==> config.mk <==
export PLATFORM = sky130hd
export DESIGN_NAME = stpf_look
export DESIGN_NICKNAME = d
export VERILOG_FILES = /design/src/rtl/stpf_pkg.sv /design/src/rtl/stpf_look.sv
export SDC_FILE = /design/constraint.sdc
export NUM_CORES = 1
export LEC_CHECK = 0
export BUFFER_PORTS_ARGS = -buffer_cell sky130_fd_sc_hd__buf_2
export CAP_MARGIN = 5
export CORE_MARGIN = 1.5
export CORE_UTILIZATION = 30
export CTS_CLUSTER_SIZE = 40
export DETAILED_ROUTE_END_ITERATION = 8
export MAX_ROUTING_LAYER = met4
export PLACE_DENSITY_LB_ADDON = 0.25
export SYNTH_ARGS = -nofsm -noshare
export SYNTH_HDL_FRONTEND = slang
export SYNTH_SLANG_ARGS = --single-unit
==> constraint.sdc <==
create_clock -name clock -period 6.34 [get_ports clock]
set_clock_uncertainty 0.1 [all_clocks]
set_input_delay 0.634 -clock clock [delete_from_list [all_inputs] [get_ports clock]]
set_output_delay 0.634 -clock clock [all_outputs]
set_load 0.05 [all_outputs]
==> src/rtl/stpf_pkg.sv <==
// shared types and constants of the stride prefetcher
`default_nettype none

package stpf_pkg;

   // fixed field widths
   localparam int INSTR_ADDR_W = 20;
   localparam int DEGREE_W     = 5;
   localparam int CONF_W       = 4;
   localparam int BW_W         = 4;
   localparam int CSR_IDX_W    = 3;
   localparam int CSR_DATA_W   = 5;

   // register indexes of the configuration port
   typedef enum logic [CSR_IDX_W-1:0] {
      CSR_DEGREE_MAX = 3'd0,
      CSR_DEGREE_MED = 3'd1,
      CSR_DEGREE_LOW = 3'd2,
      CSR_DEGREE_MIN = 3'd3,
      CSR_CONF_CAP   = 3'd4,
      CSR_CROSS_PAGE = 3'd5
   } csr_idx_type;

   // bandwidth throttle levels
   localparam logic [BW_W-1:0] BW_CANCEL = 4'd15;
   localparam logic [BW_W-1:0] BW_DIV8   = 4'd14;
   localparam logic [BW_W-1:0] BW_DIV4   = 4'd13;
   localparam logic [BW_W-1:0] BW_DIV2   = 4'd11;

   // confidence levels that pick the degree
   localparam logic [CONF_W-1:0] CONF_LVL_MAX = 4'd6;
   localparam logic [CONF_W-1:0] CONF_LVL_MED = 4'd4;
   localparam logic [CONF_W-1:0] CONF_LVL_LOW = 4'd2;
   localparam logic [CONF_W-1:0] CONF_LVL_MIN = 4'd1;
   localparam logic [CONF_W-1:0] CONF_ONE     = 4'd1;

   localparam logic [DEGREE_W-1:0] DEGREE_ONE = 5'd1;

   // configuration registers
   typedef struct packed {
      logic [DEGREE_W-1:0] degree_max;
      logic [DEGREE_W-1:0] degree_med;
      logic [DEGREE_W-1:0] degree_low;
      logic [DEGREE_W-1:0] degree_min;
      logic [CONF_W-1:0]   confidence_cap;
      logic                cross_page_enable;
   } cfg_type;

   localparam cfg_type CFG_RESET = '{
      degree_max:        5'd4,
      degree_med:        5'd3,
      degree_low:        5'd2,
      degree_min:        5'd1,
      confidence_cap:    4'd7,
      cross_page_enable: 1'b0
   };

   // repeated stride seen by the table, with its new confidence
   typedef struct packed {
      logic              matched;
      logic [CONF_W-1:0] conf;
   } match_type;

   // per-item controls held in the input register
   typedef struct packed {
      logic            tick;
      logic            hit;
      logic [BW_W-1:0] bw;
      logic            queue_ready;
   } ctl_type;

endpackage

`default_nettype wire

==> src/rtl/stpf_look.sv <==
// degree selection with bandwidth throttle, and the lookahead issue engine
`default_nettype none

module stpf_look import stpf_pkg::*; #(
   parameter int PAGE_BLOCK_BITS = 6,
   parameter int BLOCK_ADDR_BITS = 48
) (
   input  wire logic                       clock,
   input  wire logic                       reset,
   input  wire logic                       adv,
   input  wire ctl_type                    ctl,
   input  wire cfg_type                    cfg,
   input  wire match_type                  match,
   input  wire logic [BLOCK_ADDR_BITS:0]   match_stride,
   input  wire logic [BLOCK_ADDR_BITS-1:0] blk,
   output logic                            pf_valid,
   output logic      [BLOCK_ADDR_BITS-1:0] pf_block,
   output logic                            busy
);

   localparam int STRIDE_W = BLOCK_ADDR_BITS + 1;

   logic                       look_active_ff;
   logic                       look_active_in;
   logic [BLOCK_ADDR_BITS-1:0] look_block_ff;
   logic [BLOCK_ADDR_BITS-1:0] look_block_in;
   logic [STRIDE_W-1:0]        look_stride_ff;
   logic [STRIDE_W-1:0]        look_stride_in;
   logic [DEGREE_W-1:0]        look_remaining_ff;
   logic [DEGREE_W-1:0]        look_remaining_in;
   logic [DEGREE_W-1:0]        degree;
   logic [DEGREE_W-1:0]        rem_next;
   logic [BLOCK_ADDR_BITS-1:0] next_block;
   logic                       same_page;

   function automatic logic [DEGREE_W-1:0] pick_degree(
      input logic [CONF_W-1:0] conf,
      input logic [BW_W-1:0]   bw,
      input cfg_type           c
   );
      logic [DEGREE_W-1:0] d;
      logic [DEGREE_W-1:0] t;
      if (conf >= c.confidence_cap || conf >= CONF_LVL_MAX) begin
         d = c.degree_max;
      end else if (conf >= CONF_LVL_MED) begin
         d = c.degree_med;
      end else if (conf >= CONF_LVL_LOW) begin
         d = c.degree_low;
      end else if (conf >= CONF_LVL_MIN) begin
         d = c.degree_min;
      end else begin
         d = '0;
      end
      t = d;
      if (d != '0) begin
         if (bw >= BW_CANCEL) begin
            t = '0;
         end else if (bw >= BW_DIV8) begin
            t = d >> 3;
         end else if (bw >= BW_DIV4) begin
            t = d >> 2;
         end else if (bw >= BW_DIV2) begin
            t = d >> 1;
         end
         if (bw < BW_CANCEL && bw >= BW_DIV2 && t == '0) begin
            t = DEGREE_ONE;
         end
      end
      return t;
   endfunction

   // next lookahead block and page check
   always_comb begin
      degree     = pick_degree(match.conf, ctl.bw, cfg);
      next_block = look_block_ff + look_stride_ff[BLOCK_ADDR_BITS-1:0];
      same_page  = (next_block[BLOCK_ADDR_BITS-1:PAGE_BLOCK_BITS] ==
                    look_block_ff[BLOCK_ADDR_BITS-1:PAGE_BLOCK_BITS]);
      rem_next   = look_remaining_ff - DEGREE_ONE;
   end

   // arm on a trained access, issue on a tick
   always_comb begin
      look_active_in    = look_active_ff;
      look_block_in     = look_block_ff;
      look_stride_in    = look_stride_ff;
      look_remaining_in = look_remaining_ff;
      pf_valid          = 1'b0;
      pf_block          = '0;
      if (!ctl.tick) begin
         if (match.matched && degree != '0) begin
            look_active_in    = 1'b1;
            look_block_in     = blk + match_stride[BLOCK_ADDR_BITS-1:0];
            look_stride_in    = match_stride;
            look_remaining_in = degree;
         end
      end else if (look_active_ff) begin
         if (cfg.cross_page_enable || same_page) begin
            if (ctl.queue_ready) begin
               pf_valid          = 1'b1;
               pf_block          = next_block;
               look_block_in     = next_block;
               look_remaining_in = rem_next;
               if (rem_next == '0) begin
                  look_active_in = 1'b0;
               end
            end
         end else begin
            look_active_in = 1'b0;
         end
      end
   end

   assign busy = look_active_in;

   always_ff @(posedge clock) begin
      if (reset) begin
         look_active_ff    <= 1'b0;
         look_block_ff     <= '0;
         look_stride_ff    <= '0;
         look_remaining_ff <= '0;
      end else if (adv) begin
         look_active_ff    <= look_active_in;
         look_block_ff     <= look_block_in;
         look_stride_ff    <= look_stride_in;
         look_remaining_ff <= look_remaining_in;
      end
   end

endmodule

`default_nettype wire

# --- Word-level counts from Yosys, hierarchy flattened ---
# Index checks and enable logic that the tools add are counted.
totals:
  elab_cells: 69
  regBits: 102
  input_bits: 137
  output_inout_bits: 50
classes:
  order_cmp: 10
  n_eq_ne: 4
  n_bitwise: 1
  muxes: 35
  n_reduce_logical: 12
  addsub: 3
ops:
  columns: ["operator", "n"]
  rows:
  - ["48-bit 2-to-1 mux", 9]
  - ["48-bit adder", 2]
  - ["5-bit 2-to-1 mux", 16]
  - ["42-bit == test", 1]
  - ["4-bit greater-or-equal comparator, second input constant", 4]
  - ["5-bit zero test", 2]
  - ["1-bit 2-to-1 mux", 10]
  - ["5-bit nonzero test", 2]
  - ["4-bit by 3-bit greater-or-equal comparator with 1-bit output, second input constant", 2]
  - ["5-bit AND reduction", 1]
  - ["5-bit by 1-bit subtractor with 5-bit output, second input constant", 1]
  - ["4-bit by 1-bit greater-or-equal comparator with 1-bit output, second input constant", 1]
  - ["4-bit by 2-bit greater-or-equal comparator with 1-bit output, second input constant", 1]
  - ["4-bit greater-or-equal comparator", 1]
  - ["4-bit < comparator, second input constant", 1]
  - ["2-bit by 1-bit != test with 1-bit output, second input constant", 2]
  - ["1-bit logical AND", 3]
  - ["3-bit AND reduction", 1]
  - ["1-bit logical OR", 2]
  - ["2-bit != test, second input constant", 1]
  - ["2-bit nonzero test", 1]
  - ["1-bit inverter", 1]

# --- Logic depth before layout (Yosys ltp) ---
# Gate-level depths: netlist of run 1.
depth:
  depth_word: 18
  mapped_depth: 18
  mapped_depth_nobuf: 16

# --- Least setup slack after synthesis of run 1 ---
# No wires, ideal clock.
synth_timing:
  path_type: "reg2out"
  start: "register look_block_ff[12]"
  end: "output port pf_block[12]"
  slack_ns: 1.374
  path_stages_with_launch: 16
  arrival_ns: 4.232
  required_ns: 5.606
  n_path_buf: 2
  cell_sequence: "dfxtp_1 ha_1 clkbuf_1 nand2_1 nor3_1 o21ai_0 a211oi_1 nor2_1 o311a_1 xnor3_1 a211o_1 nor4_1 a31o_2 nand2_1 clkbuf_1 nor2_1"
synth_between:
  elab_chain_cells: 6
  elab_cells_between_ends: 7
  cone_classes: "add/sub: 1; eq/ne: 1; mux: 4; reduce/logical: 1"
synth_rtl:
  columns: ["element", "line_no", "text"]
  rows:
  - ["start, declared", "stpf_look.sv:25", "logic [BLOCK_ADDR_BITS-1:0] look_block_ff;"]
  - ["start signal, assigned", "stpf_look.sv:123", "look_block_ff <= look_block_in;"]
  - ["48-bit adder", "stpf_look.sv:75", "next_block = look_block_ff + look_stride_ff[BLOCK_ADDR_BITS-1:0];"]
  - ["42-bit == test", "stpf_look.sv:76", "same_page = (next_block[BLOCK_ADDR_BITS-1:PAGE_BLOCK_BITS] =="]
  - ["1-bit logical OR", "stpf_look.sv:97", "if (cfg.cross_page_enable || same_page) begin"]
  - ["48-bit 2-to-1 mux *", "stpf_look.sv:97", null]
  - ["48-bit 2-to-1 mux *", "stpf_look.sv:96", "end else if (look_active_ff) begin"]
  - ["48-bit 2-to-1 mux *", "stpf_look.sv:89", "if (!ctl.tick) begin"]
  - ["end, declared", "stpf_look.sv:17", "output logic [BLOCK_ADDR_BITS-1:0] pf_block,"]
# Every way passes the cells marked *; elsewhere a longest branch is shown, timed or not.

# --- Worst setup path in the final report of run 1 ---
layout_timing:
  start: "register look_block_ff[34]"
  end: "output port pf_block[19]"
layout_between:
  elab_chain_cells: 6
layout_rtl:
  columns: ["element", "line_no"]
  rows:
  - ["48-bit adder", "stpf_look.sv:75"]
  - ["42-bit == test *", "stpf_look.sv:76"]
  - ["1-bit logical OR *", "stpf_look.sv:97"]
  - ["48-bit 2-to-1 mux *", "stpf_look.sv:97"]
  - ["48-bit 2-to-1 mux *", "stpf_look.sv:96"]
  - ["48-bit 2-to-1 mux *", "stpf_look.sv:89"]
# Marks and branches as above.

==> results of run 1 <==
timing repair:
item	CTS	global route
hold endpoints to repair	0	0
setup buffers	0	0
setup endpoints to repair	0	43
gates resized for setup	0	4
tightest hold or removal path: cells and delay by family:
kind,cells,cell delay [ps]
buffers and inverters,1,90
and+or+nand+nor,1,70
muxes,1,60
routing by layer:
layer | share of wire | vias to the layer above
li1 | - | 6291
met1 | 0.49 | 5886
met5 | 0 | -
met2 | 0.46 | 237
met4 | 0.018 | 0
met3 | 0.031 | 38
layout make-up:
type                       instances  area (um2)
timing repair buffer             206        1110
fill                            4367       26000
clock buffer                       9         225
sequential                       102        2040
multi-input combinational       1408        9510
clock inverter                     6        62.6
inverter                          40         150
tap                              525         657
state kept, by name, indices dropped and copies added (netlist names):
name,count
look_active_ff,1
look_block_ff,48
look_remaining_ff,5
look_stride_ff,48
kinds of logic (layout without fill, tap and decap cells):
| kind of cell | count (synthesis) | after routing | synth area share |
|---|---|---|---|
| compound gates | 507 | 507 | 0.277 |
| xor+xnor | 121 | 121 | 0.0959 |
| fa+ha+maj | 102 | 102 | 0.107 |
| buf+inv | 136 | 261 | 0.0458 |
| flops | 102 | 102 | 0.169 |
| mux | 85 | 85 | 0.0725 |
| simple gates | 593 | 593 | 0.232 |
path summary, 6_finish.rpt:
path	slack, ps	endpoint	cells past startpoint
setup / recovery	260	pf_block[19]	15
setup reg to reg	1030	look_block_ff[24]	15
hold reg to reg	410	look_stride_ff[14]	2
hold / removal	400	look_stride_ff[41]	3
synthesized netlist by cell type, types with 11 or more instances:
master / count
a211oi_1: 42
a21o_1: 47
a21oi_1: 143
a311oi_1: 12
a31oi_1: 17
and3_1: 26
buf_2: 13
clkbuf_1: 70
dfxtp_1: 102
ha_1: 100
inv_1: 40
mux2i_1: 75
nand2_1: 134
nand2b_1: 19
nand3_1: 34
nand4_1: 36
nor2_1: 225
nor2b_1: 15
nor3_1: 33
o211ai_1: 22
o21a_1: 16
o21ai_0: 95
o21bai_1: 11
or3_1: 12
xnor2_1: 67
xor2_1: 47
power groups by stage:
stage	Combinational, mW	Sequential [mW]	Clock [mW]
after global routing	0.904	0.705	0.621
after floorplan	0.576	0.705	0
after CTS	0.812	0.701	0.606
final	0.816	0.701	0.585
after global placement	0.803	0.715	0
after detailed placement	0.807	0.716	0
stage by stage:
stage	power [mW]	area [um2]	hold WS, ps	utilization	setup WS (ps)
finish	2.10	13800	399	0.346	258
global route	2.23	13800	412	0.346	16.7
CTS	2.12	13700	384	0.346	136
detailed placement	1.52	13400	394	0.338	573
global placement	1.52	13400	370	0.338	691
floorplan	1.28	12100	354	-	1370
==> flow_summary.ini, run 1 <==
[power]
p_leak_nw = 6.20
vdd_drop_max_uv = 97.5
intPower_mw = 1.31
power_frac_seq = 0.334
power_density_mw_per_mm2 = 153
power_switching_mw = 0.791
combPwrFrac = 0.388
switching_share = 0.377
clkPwrFrac = 0.278

[die]
dieHeight_um = 204
pin_count = 187
rows = 73
dieArea_mm2 = 0.0415
fp.dieW_um = 204
core_mm2 = 0.0397
start_util = 0.304

[clock_tree]
clkSlewWorstSetupHoldPaths_ps = 80
clock-sinks = 102
clkLatencyLatePin_ps = 380
cts_htree_levels = 3
numCtsBuffers = 9
cts_max_path_buffers = 2
holdBufCountCts = 0
cts_tree = done
clockRootBuffer = clkbuf_16

[layout]
fin_cells = 2296
layout.nets = 2006
area_delta_synth_final_pct = 14.0
drive_gt1_frac = 0.153
antenna_cells = 0
layout_common_cells = nor2_1 (225), buf_2 (183), a21oi_1 (143), nand2_1 (133), dfxtp_1 (102)
layout_commonest_cell = nor2_1

[yosys]
synth_area_leader_cell = dfxtp_1
synth-seq-cells = 102
async_flop_share = 0
synth_edf_count = 0
syn_avg_cell_area_um2 = 7.33
synth_fp_nets = 1885
synth_cell_types = 83
yosys_warnings = 0
netlist_area_mm2 = 0.0121
synth_flop_cell = dfxtp_1
synth_area_leaders = dfxtp_1 (17%), ha_1 (10%), nor2_1 (7.0%)
synth-seq-area-share = 0.169
syn_inst = 1646
netlist.area_leader.share = 0.169

[worst_setup_path]
slowest_delay_ps = 470
path_common_cell = o21ai_0
startpoint = look_block_ff[34]
start_kind = register
critPathKind = register to output pin
reg2reg_from = look_block_ff[34]
crit_buf_inv = 2
path_cells = ha_1 -> a21oi_1 -> o21ai_0 -> a21boi_0 -> o21ai_0 -> o32ai_1 -> a211oi_1 -> a211oi_2 -> nand3_1 -> nor3_1 -> a31o_4 -> nand2_1 -> buf_4 -> nor2_1 -> buf_2
critical_path_peak_fanout = 23
endpoint_kind = output pin
worstPathRequired_ps = 5610
cpMaxStageDelayCell = ha_1
path_delay_family = compound AO/OA/AOI/OAI gates
crit_arrival_ps = 5350

[place]
hpwl_um = 36200
place_inst = 2281
portBuffers = 184
place_congestion = 0.885

[sta]
fin_crit_ps = 6080
setup_viol = 0
finalHoldViolCount = 0
final_max_slew_viol_count = 0
tightestPinTransition_ps = 1030
grt_setup_unrepaired = no
post-route-period-util = 0.959
max_freq_mhz = 164
fin_tns_setup_ps = 0
slew-limit-headroom = 0.311

[grt]
grt-ovfl-total = 0
use_met3 = 0.0201
met2_usage = 0.354
grt_pass1_vias = 12100
met1_usage = 0.296
antenna_found_initial = 0
grt_use_total = 0.220
grt_pass1_wl_um = 69300
grt-busiest-layer = met2
grt_max_degree = 96

[route]
wl_um = 44800
wl_per_cell_um = 19.5
drc_errors = 0
drtPass1Iterations = 5
avgViaCountPerCell = 5.42
postRouteAntennaNets = 0
drtIter0Drc = 748
num_vias = 12500

[hold_path]
hp-start = match_stride[41]
hp-class = input port to register

[status]
outcome = finished, final reports clean

[job]
cap_viol_max_count = 0
Power figures use the tool's default switching activity.
==> run 2: changes to the inputs <==
CORE_UTILIZATION = 60   (was 30)
==> run 2 against run 1 <==
Compared with the run above: combinational power decreased by 2.9%; final cell count decreased by 12%; largest power group unchanged; die area decreased by 49%; critical path type unchanged; highest routed layer unchanged.
==> flow_summary.ini, run 2 (synthesis results as in run 1) <==
[die]
start_util = 0.616
core_mm2 = 0.0196
fp.dieW_um = 145
dieHeight_um = 145
rows = 51
dieArea_mm2 = 0.0210
pin_count = 187

[clock_tree]
holdBufCountCts = 0
cts_tree = done
cts_setup_buffers = 0
clockRootBuffer = clkbuf_16
ctsResizeCount = 0
clock-sinks = 102
cts_max_path_buffers = 2
cts_htree_levels = 3
numCtsBuffers = 9
clkLatencyLatePin_ps = 370
clkSlewWorstSetupHoldPaths_ps = 90

[route]
highest_layer = met4
met3_wirelength_um = 2990
postRouteAntennaNets = 0
drtPass1Iterations = 9
drtIter0Drc = 1032
met1_length_um = 17100
wl_um = 39300
num_vias = 13100
drc_errors = 0
wl_per_cell_um = 19.4
route.met2.wl_um = 18000
avgViaCountPerCell = 6.43

[grt]
grt-ovfl-total = 0
antenna_found_initial = 0
grt_use_total = 0.378
grt_max_degree = 79
grt_pass1_vias = 11700
grt_pass1_wl_um = 60100

[sta]
grt_setup_unrepaired = no
fin_tns_setup_ps = 0
final_max_slew_viol_count = 0
finalHoldViolCount = 0
timing.final.ws_setup_ps = 236
slew-limit-headroom = 0.344
post-route-period-util = 0.963
setup_viol = 0
tightestPinTransition_ps = 977
max_freq_mhz = 164
fin_crit_ps = 6100

[place]
pre_cts_ws_ps = 610
place_congestion = 0.975
hpwl_um = 30400
portBuffers = 184
place_inst = 2013

[layout]
fin_util = 0.683
top_regs = look_block_ff (48), look_stride_ff (48), look_remaining_ff (5)
layout_commonest_cell = nor2_1
area_delta_synth_final_pct = 10.9
drive_gt1_frac = 0.150
layout.nets = 1998
fin_cells = 2030
layout_common_cells = nor2_1 (225), buf_2 (184), a21oi_1 (143), nand2_1 (133), dfxtp_1 (102)

[job]
cap_viol_max_count = 0

[status]
outcome = finished, final reports clean

[worst_setup_path]
start_kind = register
ff2ff_path_depth = 15
endpoint_kind = output pin
critPathKind = register to output pin
worstPathRequired_ps = 5610
slowest_delay_ps = 600
worstReg2RegEnd = look_block_ff[17]
reg2reg_from = look_block_ff[12]
cpMaxStageDelayCell = o2111ai_1
crit_arrival_ps = 5370
worst-r2r-setup-slack_ps = 940
critical_path_peak_fanout = 17
path_cells = ha_1 -> fa_1 -> a211oi_2 -> o211ai_2 -> a31oi_2 -> and4b_1 -> o2111ai_1 -> o32ai_1 -> nor3_1 -> nand4_1 -> nor4_2 -> a31o_2 -> buf_4 -> nand3_1 -> nor2_1 -> buf_2

[power]
p_leak_nw = 6.16
clkPwrFrac = 0.297
power_frac_seq = 0.330
power_density_mw_per_mm2 = 159
power_switching_mw = 0.806
vdd_drop_max_uv = 159
combPwrFrac = 0.372
power_mw = 2.13
switching_share = 0.379
intPower_mw = 1.32

[hold_path]
min_to = look_stride_ff[16]
min_path_cells = 3
hp-class = input port to register
hp-start = match_stride[16]
[run 2: per-stage QoR]
stage          area, um2  hold WS, ps
3_5_place_dp       13000          393
4_1_cts            13400          402
6_report           13400          404
3_3_place_gp       13000          373
5_1_grt            13400          427
2_1_floorplan      12100          354
[run 2: layout make-up]
type,count,area (um2)
sequential,102,2040
timing repair buffer,198,1040
multi-input combinational,1408,9490
fill,1789,6210
tap,265,332
clock inverter,7,100
antenna,1,2.50
inverter,40,150
clock buffer,9,225
[run 2: worst max-delay path by stage]
| stage | startpoint | endpoint | slack [ps] | depth (start not counted) |
|---|---|---|---|---|
| CTS | look_block_ff[12] | pf_block[5] | 200 | 15 |
| global placement | look_block_ff[12] | pf_block[2] | 760 | 15 |
| finish | look_block_ff[0] | pf_block[5] | 240 | 16 |
| floorplan | look_block_ff[12] | pf_block[12] | 1370 | 15 |
| global route | look_block_ff[34] | pf_block[2] | 30 | 15 |
| detailed placement | look_block_ff[12] | pf_block[5] | 610 | 15 |
[run 2: power groups by stage]
stage / combinational (mW) / sequential (mW) / clock, mW
final: 0.792 / 0.702 / 0.632
after detailed placement: 0.769 / 0.716 / 0
after floorplan: 0.576 / 0.705 / 0
after CTS: 0.774 / 0.701 / 0.635
after global placement: 0.756 / 0.715 / 0
after global routing: 0.862 / 0.706 / 0.653
[run 2: routing by layer]
layer	vias up	global-route usage
li1	6274	-
met5	-	-
met3	90	0.0533
met1	6105	0.487
met4	0	0.146
met2	586	0.598
[run 2: worst max-delay path, delay by kind of cell (launching register included)]
kind | cells | cell delay, ps
compound gates | 6 | 1880
simple gates | 6 | 1570
fa+ha+maj | 2 | 660
buf+inv | 2 | 540
flops | 1 | 320
